`src/rtl/wps_pkg.sv`:
```
// ----------------------------------------------------------------------------
// Weld pulse sequencer package
// Shared widths, types, codes and default gap length of the weld pulse sequencer.
// ----------------------------------------------------------------------------
package wps_pkg;

  localparam int unsigned CUR_W     = 16;
  localparam int unsigned VOLT_W    = 16;
  localparam int unsigned ELAPSED_W = 10;
  localparam int unsigned SINCE_W   = 16;
  localparam int unsigned STABLE_W  = 8;
  localparam int unsigned CFG_IDX_W = 3;
  localparam int unsigned CFG_DAT_W = 16;

  localparam int unsigned GAP_TICKS_DEF = 60;

  typedef enum logic [1:0] {
    PH_IDLE = 2'd0,
    PH_PRE  = 2'd1,
    PH_GAP  = 2'd2,
    PH_MAIN = 2'd3
  } phase_t;

  typedef enum logic [2:0] {
    EV_NONE         = 3'd0,
    EV_START        = 3'd1,
    EV_END          = 3'd2,
    EV_OVERCURRENT  = 3'd3,
    EV_UNDERVOLTAGE = 3'd4
  } event_t;

  // Configuration register indexes.
  localparam logic [CFG_IDX_W-1:0] REG_ENABLE    = 3'd0;
  localparam logic [CFG_IDX_W-1:0] REG_TRIG_CUR  = 3'd1;
  localparam logic [CFG_IDX_W-1:0] REG_CUTOFF_V  = 3'd2;
  localparam logic [CFG_IDX_W-1:0] REG_LIMIT_CUR = 3'd3;
  localparam logic [CFG_IDX_W-1:0] REG_COOLDOWN  = 3'd4;
  localparam logic [CFG_IDX_W-1:0] REG_STABLE_N  = 3'd5;
  localparam logic [CFG_IDX_W-1:0] REG_PRE_LEN   = 3'd6;
  localparam logic [CFG_IDX_W-1:0] REG_MAIN_LEN  = 3'd7;

  typedef struct packed {
    logic                 auto_en;
    logic                 guard_on;
    logic [CUR_W-1:0]     trigger_current;
    logic [VOLT_W-1:0]    cutoff_voltage;
    logic [CUR_W-1:0]     limit_current;
    logic [SINCE_W-1:0]   cooldown_ticks;
    logic [STABLE_W-1:0]  stable_windows_needed;
    logic [ELAPSED_W-1:0] pre_pulse_ticks;
    logic [ELAPSED_W-1:0] main_pulse_ticks;
  } cfg_t;

  typedef struct packed {
    logic              manual_start;
    logic              window_done;
    logic [CUR_W-1:0]  rms_current;
    logic [VOLT_W-1:0] rms_voltage;
  } item_t;

  typedef struct packed {
    logic   switch_on;
    phase_t weld_phase;
    event_t event_code;
    logic   ready_res;
  } result_t;

endpackage

```
`src/rtl/wps_cfg.sv`:
```
// ----------------------------------------------------------------------------
// Weld pulse sequencer configuration registers
// Write-only register file holding thresholds, timings and enables.
// ----------------------------------------------------------------------------
module wps_cfg (
  input  logic                           clk,
  input  logic                           rst,
  input  logic                           cfg_we,
  input  logic [wps_pkg::CFG_IDX_W-1:0]  cfg_index,
  input  logic [wps_pkg::CFG_DAT_W-1:0]  cfg_data,
  output wps_pkg::cfg_t                  cfg
);
  import wps_pkg::*;

  always_ff @(posedge clk) begin
    if (rst) begin
      cfg.auto_en               <= 1'b0;
      cfg.guard_on              <= 1'b0;
      cfg.trigger_current       <= '0;
      cfg.cutoff_voltage        <= '0;
      cfg.limit_current         <= '1;
      cfg.cooldown_ticks        <= SINCE_W'(1000);
      cfg.stable_windows_needed <= STABLE_W'(3);
      cfg.pre_pulse_ticks       <= ELAPSED_W'(30);
      cfg.main_pulse_ticks      <= ELAPSED_W'(100);
    end else if (cfg_we) begin
      unique case (cfg_index)
        REG_ENABLE: begin
          cfg.auto_en  <= cfg_data[0];
          cfg.guard_on <= cfg_data[1];
        end
        REG_TRIG_CUR:  cfg.trigger_current       <= cfg_data[CUR_W-1:0];
        REG_CUTOFF_V:  cfg.cutoff_voltage        <= cfg_data[VOLT_W-1:0];
        REG_LIMIT_CUR: cfg.limit_current         <= cfg_data[CUR_W-1:0];
        REG_COOLDOWN:  cfg.cooldown_ticks        <= cfg_data[SINCE_W-1:0];
        REG_STABLE_N:  cfg.stable_windows_needed <= cfg_data[STABLE_W-1:0];
        REG_PRE_LEN:   cfg.pre_pulse_ticks       <= cfg_data[ELAPSED_W-1:0];
        REG_MAIN_LEN:  cfg.main_pulse_ticks      <= cfg_data[ELAPSED_W-1:0];
        default: ;
      endcase
    end
  end

endmodule

```
`src/rtl/wps_core.sv`:
```
// ----------------------------------------------------------------------------
// Weld pulse sequencer core
// Input register, sequencer state and the per-tick update logic.
// ----------------------------------------------------------------------------
module wps_core #(
  parameter int unsigned GAP_TICKS = wps_pkg::GAP_TICKS_DEF
) (
  input  logic             clk,
  input  logic             rst,
  input  wps_pkg::cfg_t    cfg,
  input  logic             in_valid,
  output logic             in_ready,
  input  wps_pkg::item_t   in_item,
  input  logic             res_free,
  output logic             res_load,
  output wps_pkg::result_t res
);
  import wps_pkg::*;

  localparam logic [ELAPSED_W-1:0] GapLen = ELAPSED_W'(GAP_TICKS);

  // Input register.
  logic  ivalid;
  item_t item;

  // Sequencer state.
  phase_t               phase_reg, phase_next;
  logic [ELAPSED_W-1:0] phase_elapsed, phase_elapsed_next;
  logic [SINCE_W-1:0]   since_weld_end, since_weld_end_next;
  logic [STABLE_W-1:0]  stable_count, stable_count_next;
  logic [CUR_W-1:0]     held_current, held_current_next;
  logic [VOLT_W-1:0]    held_voltage, held_voltage_next;

  logic                 advance;
  logic [SINCE_W-1:0]   since_inc;
  logic [STABLE_W-1:0]  stable_upd;
  logic [ELAPSED_W-1:0] elapsed_inc;
  logic [ELAPSED_W-1:0] phase_len;
  logic                 over_cur, under_volt, abort, ready, start, phase_done;
  event_t               event_code;

  assign advance  = ivalid && res_free;
  assign in_ready = !ivalid || advance;
  assign res_load = advance;

  always_ff @(posedge clk) begin
    if (rst) begin
      ivalid <= 1'b0;
    end else if (in_ready) begin
      ivalid <= in_valid;
    end
  end

  always_ff @(posedge clk) begin
    if (in_ready && in_valid) begin
      item <= in_item;
    end
  end

  // Window latch and stable window count.
  always_comb begin
    since_inc = (since_weld_end == '1) ? since_weld_end : since_weld_end + 1'b1;
    held_current_next = held_current;
    held_voltage_next = held_voltage;
    stable_upd        = stable_count;
    if (item.window_done) begin
      held_current_next = item.rms_current;
      held_voltage_next = item.rms_voltage;
      if (item.rms_current >= cfg.trigger_current &&
          item.rms_voltage >= cfg.cutoff_voltage) begin
        stable_upd = (stable_count == '1) ? stable_count : stable_count + 1'b1;
      end else begin
        stable_upd = '0;
      end
    end
  end

  always_comb begin
    over_cur    = held_current_next > cfg.limit_current;
    under_volt  = held_voltage_next < cfg.cutoff_voltage;
    abort       = cfg.guard_on && (phase_reg != PH_IDLE) && (over_cur || under_volt);
    ready       = (phase_reg == PH_IDLE) && cfg.auto_en &&
                  !(cfg.guard_on && under_volt) &&
                  (since_inc >= cfg.cooldown_ticks) &&
                  (stable_upd >= cfg.stable_windows_needed);
    start       = (phase_reg == PH_IDLE) && (ready || item.manual_start);
    elapsed_inc = (phase_elapsed == '1) ? phase_elapsed : phase_elapsed + 1'b1;
    unique case (phase_reg)
      PH_PRE:  phase_len = cfg.pre_pulse_ticks;
      PH_GAP:  phase_len = GapLen;
      default: phase_len = cfg.main_pulse_ticks;
    endcase
    phase_done = elapsed_inc >= phase_len;
  end

  // Next state.
  always_comb begin
    phase_next          = phase_reg;
    phase_elapsed_next  = phase_elapsed;
    since_weld_end_next = since_inc;
    stable_count_next   = ready ? '0 : stable_upd;
    if (abort) begin
      phase_next          = PH_IDLE;
      phase_elapsed_next  = '0;
      since_weld_end_next = '0;
    end else begin
      unique case (phase_reg)
        PH_IDLE: begin
          if (start) begin
            phase_next         = (cfg.pre_pulse_ticks != '0) ? PH_PRE : PH_MAIN;
            phase_elapsed_next = '0;
          end
        end
        PH_PRE: begin
          phase_elapsed_next = phase_done ? '0 : elapsed_inc;
          if (phase_done) begin
            phase_next = PH_GAP;
          end
        end
        PH_GAP: begin
          phase_elapsed_next = phase_done ? '0 : elapsed_inc;
          if (phase_done) begin
            phase_next = PH_MAIN;
          end
        end
        PH_MAIN: begin
          phase_elapsed_next = phase_done ? '0 : elapsed_inc;
          if (phase_done) begin
            phase_next          = PH_IDLE;
            since_weld_end_next = '0;
          end
        end
      endcase
    end
  end

  // Outputs of the tick.
  always_comb begin
    priority if (abort) begin
      event_code = over_cur ? EV_OVERCURRENT : EV_UNDERVOLTAGE;
    end else if (start) begin
      event_code = EV_START;
    end else if (phase_reg == PH_MAIN && phase_done) begin
      event_code = EV_END;
    end else begin
      event_code = EV_NONE;
    end
    res.switch_on  = (phase_next == PH_PRE) || (phase_next == PH_MAIN);
    res.weld_phase = phase_next;
    res.event_code = event_code;
    res.ready_res  = ready;
  end

  always_ff @(posedge clk) begin
    if (rst) begin
      phase_reg      <= PH_IDLE;
      phase_elapsed  <= '0;
      since_weld_end <= '0;
      stable_count   <= '0;
      held_current   <= '0;
      held_voltage   <= '0;
    end else if (advance) begin
      phase_reg      <= phase_next;
      phase_elapsed  <= phase_elapsed_next;
      since_weld_end <= since_weld_end_next;
      stable_count   <= stable_count_next;
      held_current   <= held_current_next;
      held_voltage   <= held_voltage_next;
    end
  end

endmodule

```
`src/rtl/wps_outreg.sv`:
```
// ----------------------------------------------------------------------------
// Weld pulse sequencer result register
// Holds one result word until the downstream side takes it.
// ----------------------------------------------------------------------------
module wps_outreg (
  input  logic             clk,
  input  logic             rst,
  input  logic             load,
  input  wps_pkg::result_t res_in,
  output logic             free,
  output logic             out_valid,
  input  logic             out_ready,
  output wps_pkg::result_t res_out
);
  import wps_pkg::*;

  assign free = !out_valid || out_ready;

  always_ff @(posedge clk) begin
    if (rst) begin
      out_valid <= 1'b0;
    end else if (free) begin
      out_valid <= load;
    end
  end

  always_ff @(posedge clk) begin
    if (load) begin
      res_out <= res_in;
    end
  end

endmodule

```
`src/rtl/weld_pulse_sequencer.sv`:
```
// ----------------------------------------------------------------------------
// Weld pulse sequencer
// Four-phase weld sequencer with auto arming, cooldown and current/voltage
// guard, advanced by one millisecond tick per input word.
// ----------------------------------------------------------------------------
//  Channel  | Handshake             | Payload
//  ---------+-----------------------+---------------------------------------------
//  input    | in_valid / in_ready   | manual_start, window_done, rms_current,
//           |                       | rms_voltage
//  output   | out_valid / out_ready | switch_on, weld_phase, event_code, ready_res
//  config   | cfg_we                | cfg_index, cfg_data
//
//  An accepted word waits in the input register until the result register
//  is free, and its result word is then loaded there. One word per cycle is
//  sustained while out_ready keeps up. Reset is synchronous and returns the
//  sequencer to idle with default configuration. When out_ready holds the
//  result register, in_ready drops once the input register holds a word too.
// ----------------------------------------------------------------------------
module weld_pulse_sequencer #(
  parameter int unsigned GAP_TICKS = wps_pkg::GAP_TICKS_DEF
) (
  input  logic                          clk,
  input  logic                          rst,
  input  logic                          in_valid,
  output logic                          in_ready,
  input  logic                          manual_start,
  input  logic                          window_done,
  input  logic [wps_pkg::CUR_W-1:0]     rms_current,
  input  logic [wps_pkg::VOLT_W-1:0]    rms_voltage,
  output logic                          out_valid,
  input  logic                          out_ready,
  output logic                          switch_on,
  output logic [1:0]                    weld_phase,
  output logic [2:0]                    event_code,
  output logic                          ready_res,
  input  logic                          cfg_we,
  input  logic [wps_pkg::CFG_IDX_W-1:0] cfg_index,
  input  logic [wps_pkg::CFG_DAT_W-1:0] cfg_data
);
  import wps_pkg::*;

  cfg_t    cfg;
  item_t   in_item;
  result_t res, res_out;
  logic    res_free, res_load;

  assign in_item.manual_start = manual_start;
  assign in_item.window_done  = window_done;
  assign in_item.rms_current  = rms_current;
  assign in_item.rms_voltage  = rms_voltage;

  wps_cfg u_cfg (
    .clk       (clk),
    .rst       (rst),
    .cfg_we    (cfg_we),
    .cfg_index (cfg_index),
    .cfg_data  (cfg_data),
    .cfg       (cfg)
  );

  wps_core #(
    .GAP_TICKS (GAP_TICKS)
  ) u_core (
    .clk      (clk),
    .rst      (rst),
    .cfg      (cfg),
    .in_valid (in_valid),
    .in_ready (in_ready),
    .in_item  (in_item),
    .res_free (res_free),
    .res_load (res_load),
    .res      (res)
  );

  wps_outreg u_outreg (
    .clk       (clk),
    .rst       (rst),
    .load      (res_load),
    .res_in    (res),
    .free      (res_free),
    .out_valid (out_valid),
    .out_ready (out_ready),
    .res_out   (res_out)
  );

  assign switch_on  = res_out.switch_on;
  assign weld_phase = res_out.weld_phase;
  assign event_code = res_out.event_code;
  assign ready_res  = res_out.ready_res;

endmodule

```
`config.mk`:
```
export PLATFORM = sky130hd
export DESIGN_NAME = weld_pulse_sequencer
export DESIGN_NICKNAME = d
export VERILOG_FILES = /design/src/rtl/wps_pkg.sv /design/src/rtl/wps_cfg.sv /design/src/rtl/wps_core.sv /design/src/rtl/wps_outreg.sv /design/src/rtl/weld_pulse_sequencer.sv
export SDC_FILE = /design/constraint.sdc
export NUM_CORES = 1
export LEC_CHECK = 0
export ABC_AREA = 0
export BUFFER_PORTS_ARGS = -buffer_cell sky130_fd_sc_hd__buf_2
export CELL_PAD_IN_SITES_DETAIL_PLACEMENT = 1
export CELL_PAD_IN_SITES_GLOBAL_PLACEMENT = 1
export CORE_MARGIN = 3
export CORE_UTILIZATION = 49
export CTS_BUF_LIST = sky130_fd_sc_hd__clkbuf_8
export CTS_CLUSTER_DIAMETER = 100
export DETAILED_ROUTE_END_ITERATION = 10
export GPL_ROUTABILITY_DRIVEN = 0
export PLACE_DENSITY_LB_ADDON = 0.1
export SLEW_MARGIN = 30
export SYNTH_ARGS = -nofsm -noshare
export SYNTH_HDL_FRONTEND = slang
export SYNTH_SLANG_ARGS = --single-unit
```
`constraint.sdc`:
```
create_clock -name clk -period 5.6 [get_ports clk]
set_input_delay 0.28 -clock clk [delete_from_list [all_inputs] [get_ports clk]]
set_output_delay 0.28 -clock clk [all_outputs]
set_load 0.03 [all_outputs]
```
# Word level (Yosys, flattened, before mapping)

Cells that the tools add are included.

Bits in registers: 205
Input bits: 58
Output and inout bits: 9

Add/subtract/negate cells: 3
$lt $le $gt $ge: 7
Equal/unequal tests: 16
Muxes and demuxes: 27
Reductions and logical operators: 34

Operator list:

| cell                  | number |
|---|---|
| $mux 16               | 6 |
| $ge 16x16->1          | 3 |
| $mux 10               | 4 |
| $pmux 10 s2           | 2 |
| $mux 8                | 4 |
| $reduce_and 2->1      | 9 |
| $add 16x1->16 const B | 1 |
| $eq 16x16->1 const B  | 1 |
| $gt 16x16->1          | 1 |
| $lt 16x16->1          | 1 |
| $mux 2                | 7 |
| $eq 3x3->1 const B    | 4 |
| $logic_and 1x1->1     | 12 |
| $add 10x1->10 const B | 1 |
| $eq 10x10->1 const B  | 1 |
| $ge 10x10->1          | 1 |
| $reduce_bool 10->1    | 1 |
| $mux 3                | 3 |
| $add 8x1->8 const B   | 1 |
| $eq 8x8->1 const B    | 1 |
| $ge 8x8->1            | 1 |
| $pmux 2 s4            | 1 |
| $eq 2x2->1 const B    | 3 |
| $eq 3x2->1 const B    | 2 |
| other kinds (9)       | 16 |

# Depth between registers and ports, before layout

Depth in word-level cells: 14
Mapped depth: 18
Mapped depth without buffers: 16

# Modules after synthesis

Synthesis repeated with hierarchy kept, for this count alone.

Cell total of the unflattened synthesis: 1241
Area total of the unflattened synthesis: 11474.8 um^2

By module, submodules not included:

| module     | instances | cells an instance | area each (um^2) |
|---|---|---|---|
| wps_core   | 1         | 882               | 7470.9 |
| wps_cfg    | 1         | 348               | 3747.3 |
| wps_outreg | 1         | 11                | 256.5 |

# Worst setup path before layout

No wires, ideal clock.

Path type: reg2reg
Start point: reg u_core.item[25] (netlist bit)
End point: reg u_core.phase_elapsed[3]
Setup time: 121 ps
Arrival: 3832 ps
Data required time: 5479 ps
Slack: 1647 ps
Cell stages (with the launch flop): 17
Path through: edfxtp_1 > ha_1 > a21o_1 > a21o_1 > a21oi_1 > o2111ai_1 > o2bb2ai_1 > clkbuf_1 > a21oi_1 > ha_1 > a2111oi_0 > nand2_1 > o221a_2 > a311o_1 > buf_2 > nand2_1 > mux2_2

Cells in the longest elaborated chain, start to end: 10
Elaborated cells on any way between the ends: 15

Ends and longest elaborated chain:

| item                       | line            | RTL |
|---|---|---|
| start, declared            | wps_core.sv:24  | `item_t item;` |
| start signal, assigned     | wps_core.sv:56  | `item <= in_item;` |
| $ge 16x16->1               | wps_core.sv:69  | `if (item.rms_current >= cfg.trigger_current &&` |
| $logic_and 1x1->1          | wps_core.sv:69  |  |
| $mux 8                     | wps_core.sv:69  |  |
| $mux 8                     | wps_core.sv:66  | `if (item.window_done) begin` |
| $ge 8x8->1                 | wps_core.sv:85  | `(stable_upd >= cfg.stable_windows_needed);` |
| $logic_and 1x1->1          | wps_core.sv:84  | `(since_inc >= cfg.cooldown_ticks) &&` |
| $logic_or 1x1->1           | wps_core.sv:86  | `start = (phase_reg == PH_IDLE) && (ready \|\| item.manual_start);` |
| $logic_and 1x1->1          | wps_core.sv:86  |  |
| $ne 3x1->1 (no line)       | n/a             |  |
| $reduce_and 2->1 (no line) | n/a             |  |
| end signal, assigned       | wps_core.sv:164 | `phase_elapsed <= phase_elapsed_next;` |
| end, declared              | wps_core.sv:28  | `logic [ELAPSED_W-1:0] phase_elapsed, phase_elapsed_next;` |

Parallel ways exist; a longest one is shown, timed or not.
A chain may end at the register's enable or synchronous reset.

# Worst setup path in the final report

Start point: reg u_core.since_weld_end[0]
End point: reg u_core.phase_elapsed[4]

Cells in the longest elaborated chain, start to end: 9
Elaborated cells on any way between the ends: 10

Ends and longest elaborated chain:

| item                                                 | line            | RTL |
|---|---|---|
| start, declared                                      | wps_core.sv:29  | `logic [SINCE_W-1:0] since_weld_end, since_weld_end_next;` |
| start signal, assigned                               | wps_core.sv:165 | `since_weld_end <= since_weld_end_next;` |
| $add 16x1->16 / $eq 16x16->1 (equally long branches) | wps_core.sv:62  | `since_inc = (since_weld_end == '1) ? since_weld_end : since_weld_end + 1'b1;` |
| $mux 16 *                                            | wps_core.sv:62  |  |
| $ge 16x16->1 *                                       | wps_core.sv:84  |  |
| $logic_and 1x1->1 *                                  | wps_core.sv:83  | `!(cfg.guard_on && under_volt) &&` |
| $logic_and 1x1->1 *                                  | wps_core.sv:84  |  |
| $logic_or 1x1->1 *                                   | wps_core.sv:86  |  |
| $logic_and 1x1->1 *                                  | wps_core.sv:86  |  |
| $ne 3x1->1 (no line) *                               | n/a             |  |
| $reduce_and 2->1 (no line) *                         | n/a             |  |

Mark *: on every way between the ends. The rest lies on a longest branch, timed or not.

==> results.md <==
* Outcome: finished clean
* Post-Syn Instances at 1240
* DR pass1 iterations at 5
* Unrepaired setup endpoints after global routing: no
* Clk root buf: clkbuf_8
* Total grt overflow at 0
* Pwr dens at 268 mW/mm²
* Max FFs per register at 94
* Skew final at 0.0233 ns
* WP buf/inv at 1
* WL final at 32300 µm
* CTS H-tree lvls at 2
* # Post-CTS Setup Buffers at 0
* Largest net degree at the start of global routing at 91
* Top cells by count, synth: nand2_1, dfxtp_1, a21oi_1, ha_1, inv_1
* Path depth of the worst reg2reg path at 16
* Clock-pin slew on the worst setup and hold paths at 0.06 ns
* Via count at 9504
* Worst-path fanout max at 13
* I/O pins at 67
* Port-buffer cells at 66
* Diode count at 0
* Largest registers: u_cfg.cfg x94, u_core.item x34
* Routed len/inst at 19.7 µm
* CTS max path bufs at 3
* Slowest cell delay on critical path at 0.59 ns
* CTS-repair resized insts at 0
* # clock sinks at 205
* Via-to-Cell Ratio at 5.81
* Initial Util at 50.9%
* Mapped Area at 0.0109 mm²
* Cell family with most CP delay: compound AO/OA/AOI/OAI gates
* Setup TNS at 0 ns
* Number of synthesized flops with an enable pin at 41
* WS Path Type: reg -> reg
* ANT nets after route at 0
* Layout cells sized above 1 at 13.4%
* Final Slew Violations at 0
* First-pass GRT wire length at 52500 µm
* Placed Instance Area at 0.0114 mm²
* Die width at 155 µm
* Tot Pwr at 3.34 mW
* Post-route cell area at 0.0125 mm²
* Largest cells by area after synthesis: dfxtp_1, ha_1, edfxtp_1
* Syn nets at 1402
* Clock latency at the later pin of the worst-skew pair at 0.54 ns
* Startpoint types: register
* Post-synthesis cell type count at 65
* # setup viols final at 0
* Total track usage at 26.9%
* Vias in the first global route at 10.1k
* Worst Hold Class: in -> reg
* Worst Path Arrival at 5.21 ns
* Die height at 155 µm
* CTS buffer count at 37
* Register bit count reported by yosys at 205
* CP Depth at 16
* Share of the synthesized area in the top cell type at 30.1%
* Iter 0 DRT Violations at 469
* # hold bufs at CTS at 35
* Core Rows at 53
* Post-synthesis async set-or-reset flop share at 0%
* Worst EP required at 6.07 ns
* DRC Markers at 0
* TritonCTS clock tree: yes
* Final core occ at 58.3%
* Leakage at 5.18 nW
* Crit path capture type: register
* Synth warnings at 0
* Worst-margin pin slew at 1.05 ns
* P&R area growth vs syn at 14.6%
* Core area at 0.0214 mm²
* Slew HR at 28.1%
* Count leader, synth: nand2_1
* Hold-critical path depth at 4
* DP HPWL at 21500 µm
* Final Cycle Share at 84.6%
* Nets at 1494
* Fmax at 211 MHz
* Period minus WS final at 4.74 ns
* Worst path slowest cell: a2111oi_0
* Main synth FF type: dfxtp_1
* Final hold viol count at 0
* Mapped Avg Cell Area at 8.79 µm²
* Worst vdd ir at 0.230 mV
* Largest Register: u_cfg.cfg
* Worst path cell trace: ha_1, nand3_1, nor4_1, nand4_1, buf_4, nand2b_1, nor3_1, or2_2, ha_1, a211oi_1, nor3_1, a2111oi_0, o211ai_1, a311o_1, a21oi_2, a22o_1
* Initial antenna violation count at 0
* Dominant cell type by area after synthesis: dfxtp_1
* Die Area at 0.0241 mm²
* Post-synthesis sequential area ratio at 41.4%
* Max cap viols at 0
## worst register-to-register path, cell delays in order (launching register included)
cell and delay [ns]:
dfxtp_1 0.43, ha_1 0.20, nand3_1 0.12, nor4_1 0.46, nand4_1 0.16, buf_4 0.22, nand2b_1 0.16, nor3_1 0.08
or2_2 0.30, ha_1 0.18, a211oi_1 0.22, nor3_1 0.08, a2111oi_0 0.59, o211ai_1 0.34, a311o_1 0.59, a21oi_2 0.37
a22o_1 0.18
## final timing paths
path                                                end                     start  slack (ns)
worst max-delay path            u_core.phase_elapsed[4]  u_core.since_weld_end[0]        0.86
worst min-delay path                 u_outreg.out_valid                 out_ready        0.06
worst max register to register  u_core.phase_elapsed[4]  u_core.since_weld_end[0]        0.86
worst min register to register            u_cfg.cfg[84]             u_cfg.cfg[84]        0.45
## layout by cell type, fill, tap and decap left out, types with 11 or more instances in the layout
cell           netlist  routed
dlygate4sd3_1        0      35
edfxtp_1            41      41
a21o_1              12      12
nand2_1            244     244
nand2b_1            15      15
o21ai_0             23      23
xnor2_1             14      14
mux2i_1             20      20
ha_1               104     104
a22o_1              18      18
buf_2                4      65
nand3_1             21      21
nor2b_1             18      18
a31oi_1             15      15
nor2_1              53      50
nand3b_1            20      20
nor3_1              12      11
a211o_1             13      13
mux2_2              33      33
a21oi_1            124     124
clkbuf_8             0      44
dfxtp_1            164     164
nand4_1             24      24
inv_1               86     100
## stage by stage
stage          setup slack [ns]  cells  hold slack [ns]
6_report                  0.862   1635           0.0632
5_1_grt                   0.507   1635           0.0725
4_1_cts                   0.848   1635           0.0357
3_3_place_gp               1.09   1533            0.440
3_5_place_dp              0.920   1533            0.449
2_1_floorplan              1.65   1240            0.379
## report_power, final
part	internal, mW	switching (mW)	leakage, nW
registers	1.56	0.0284	1.73
logic	0.150	0.241	3.03
clock network	0.715	0.652	0.417
total	2.42	0.922	5.18
## cell type report
| type | instances | area (µm²) |
|---|---|---|
| Clock buffer | 44 | 606 |
| Clock inverter | 23 | 96.3 |
| Fill cell | 2526 | 8930 |
| Inverter | 87 | 327 |
| Multi-Input combinational cell | 891 | 5850 |
| Sequential cell | 205 | 4510 |
| Tap cell | 275 | 344 |
| Timing Repair Buffer | 110 | 754 |
## cells by family (layout without fill, tap and decap cells)
family                   after synthesis  count (layout)  synth area share (%)
XOR/XNOR                              15              15                  1.21
adder cells (fa/ha/maj)              104             104                  11.9
buffers and inverters                144             264                  5.02
multiplexers                          53              53                  5.25
flip-flops                           205             205                  41.4
AND/OR/NAND/NOR                      453             453                  19.5
AO/OA/AOI/OAI                        266             266                  15.7
## layer usage
layer / part of all wire (%) / global-route usage, %
met1: 44 / 33.7
met2: 49 / 47.1
met3: 3.0 / 3.64
met4: 3.5 / 9.76
met5: 0 / 0
(Power assumes the default switching activity.)
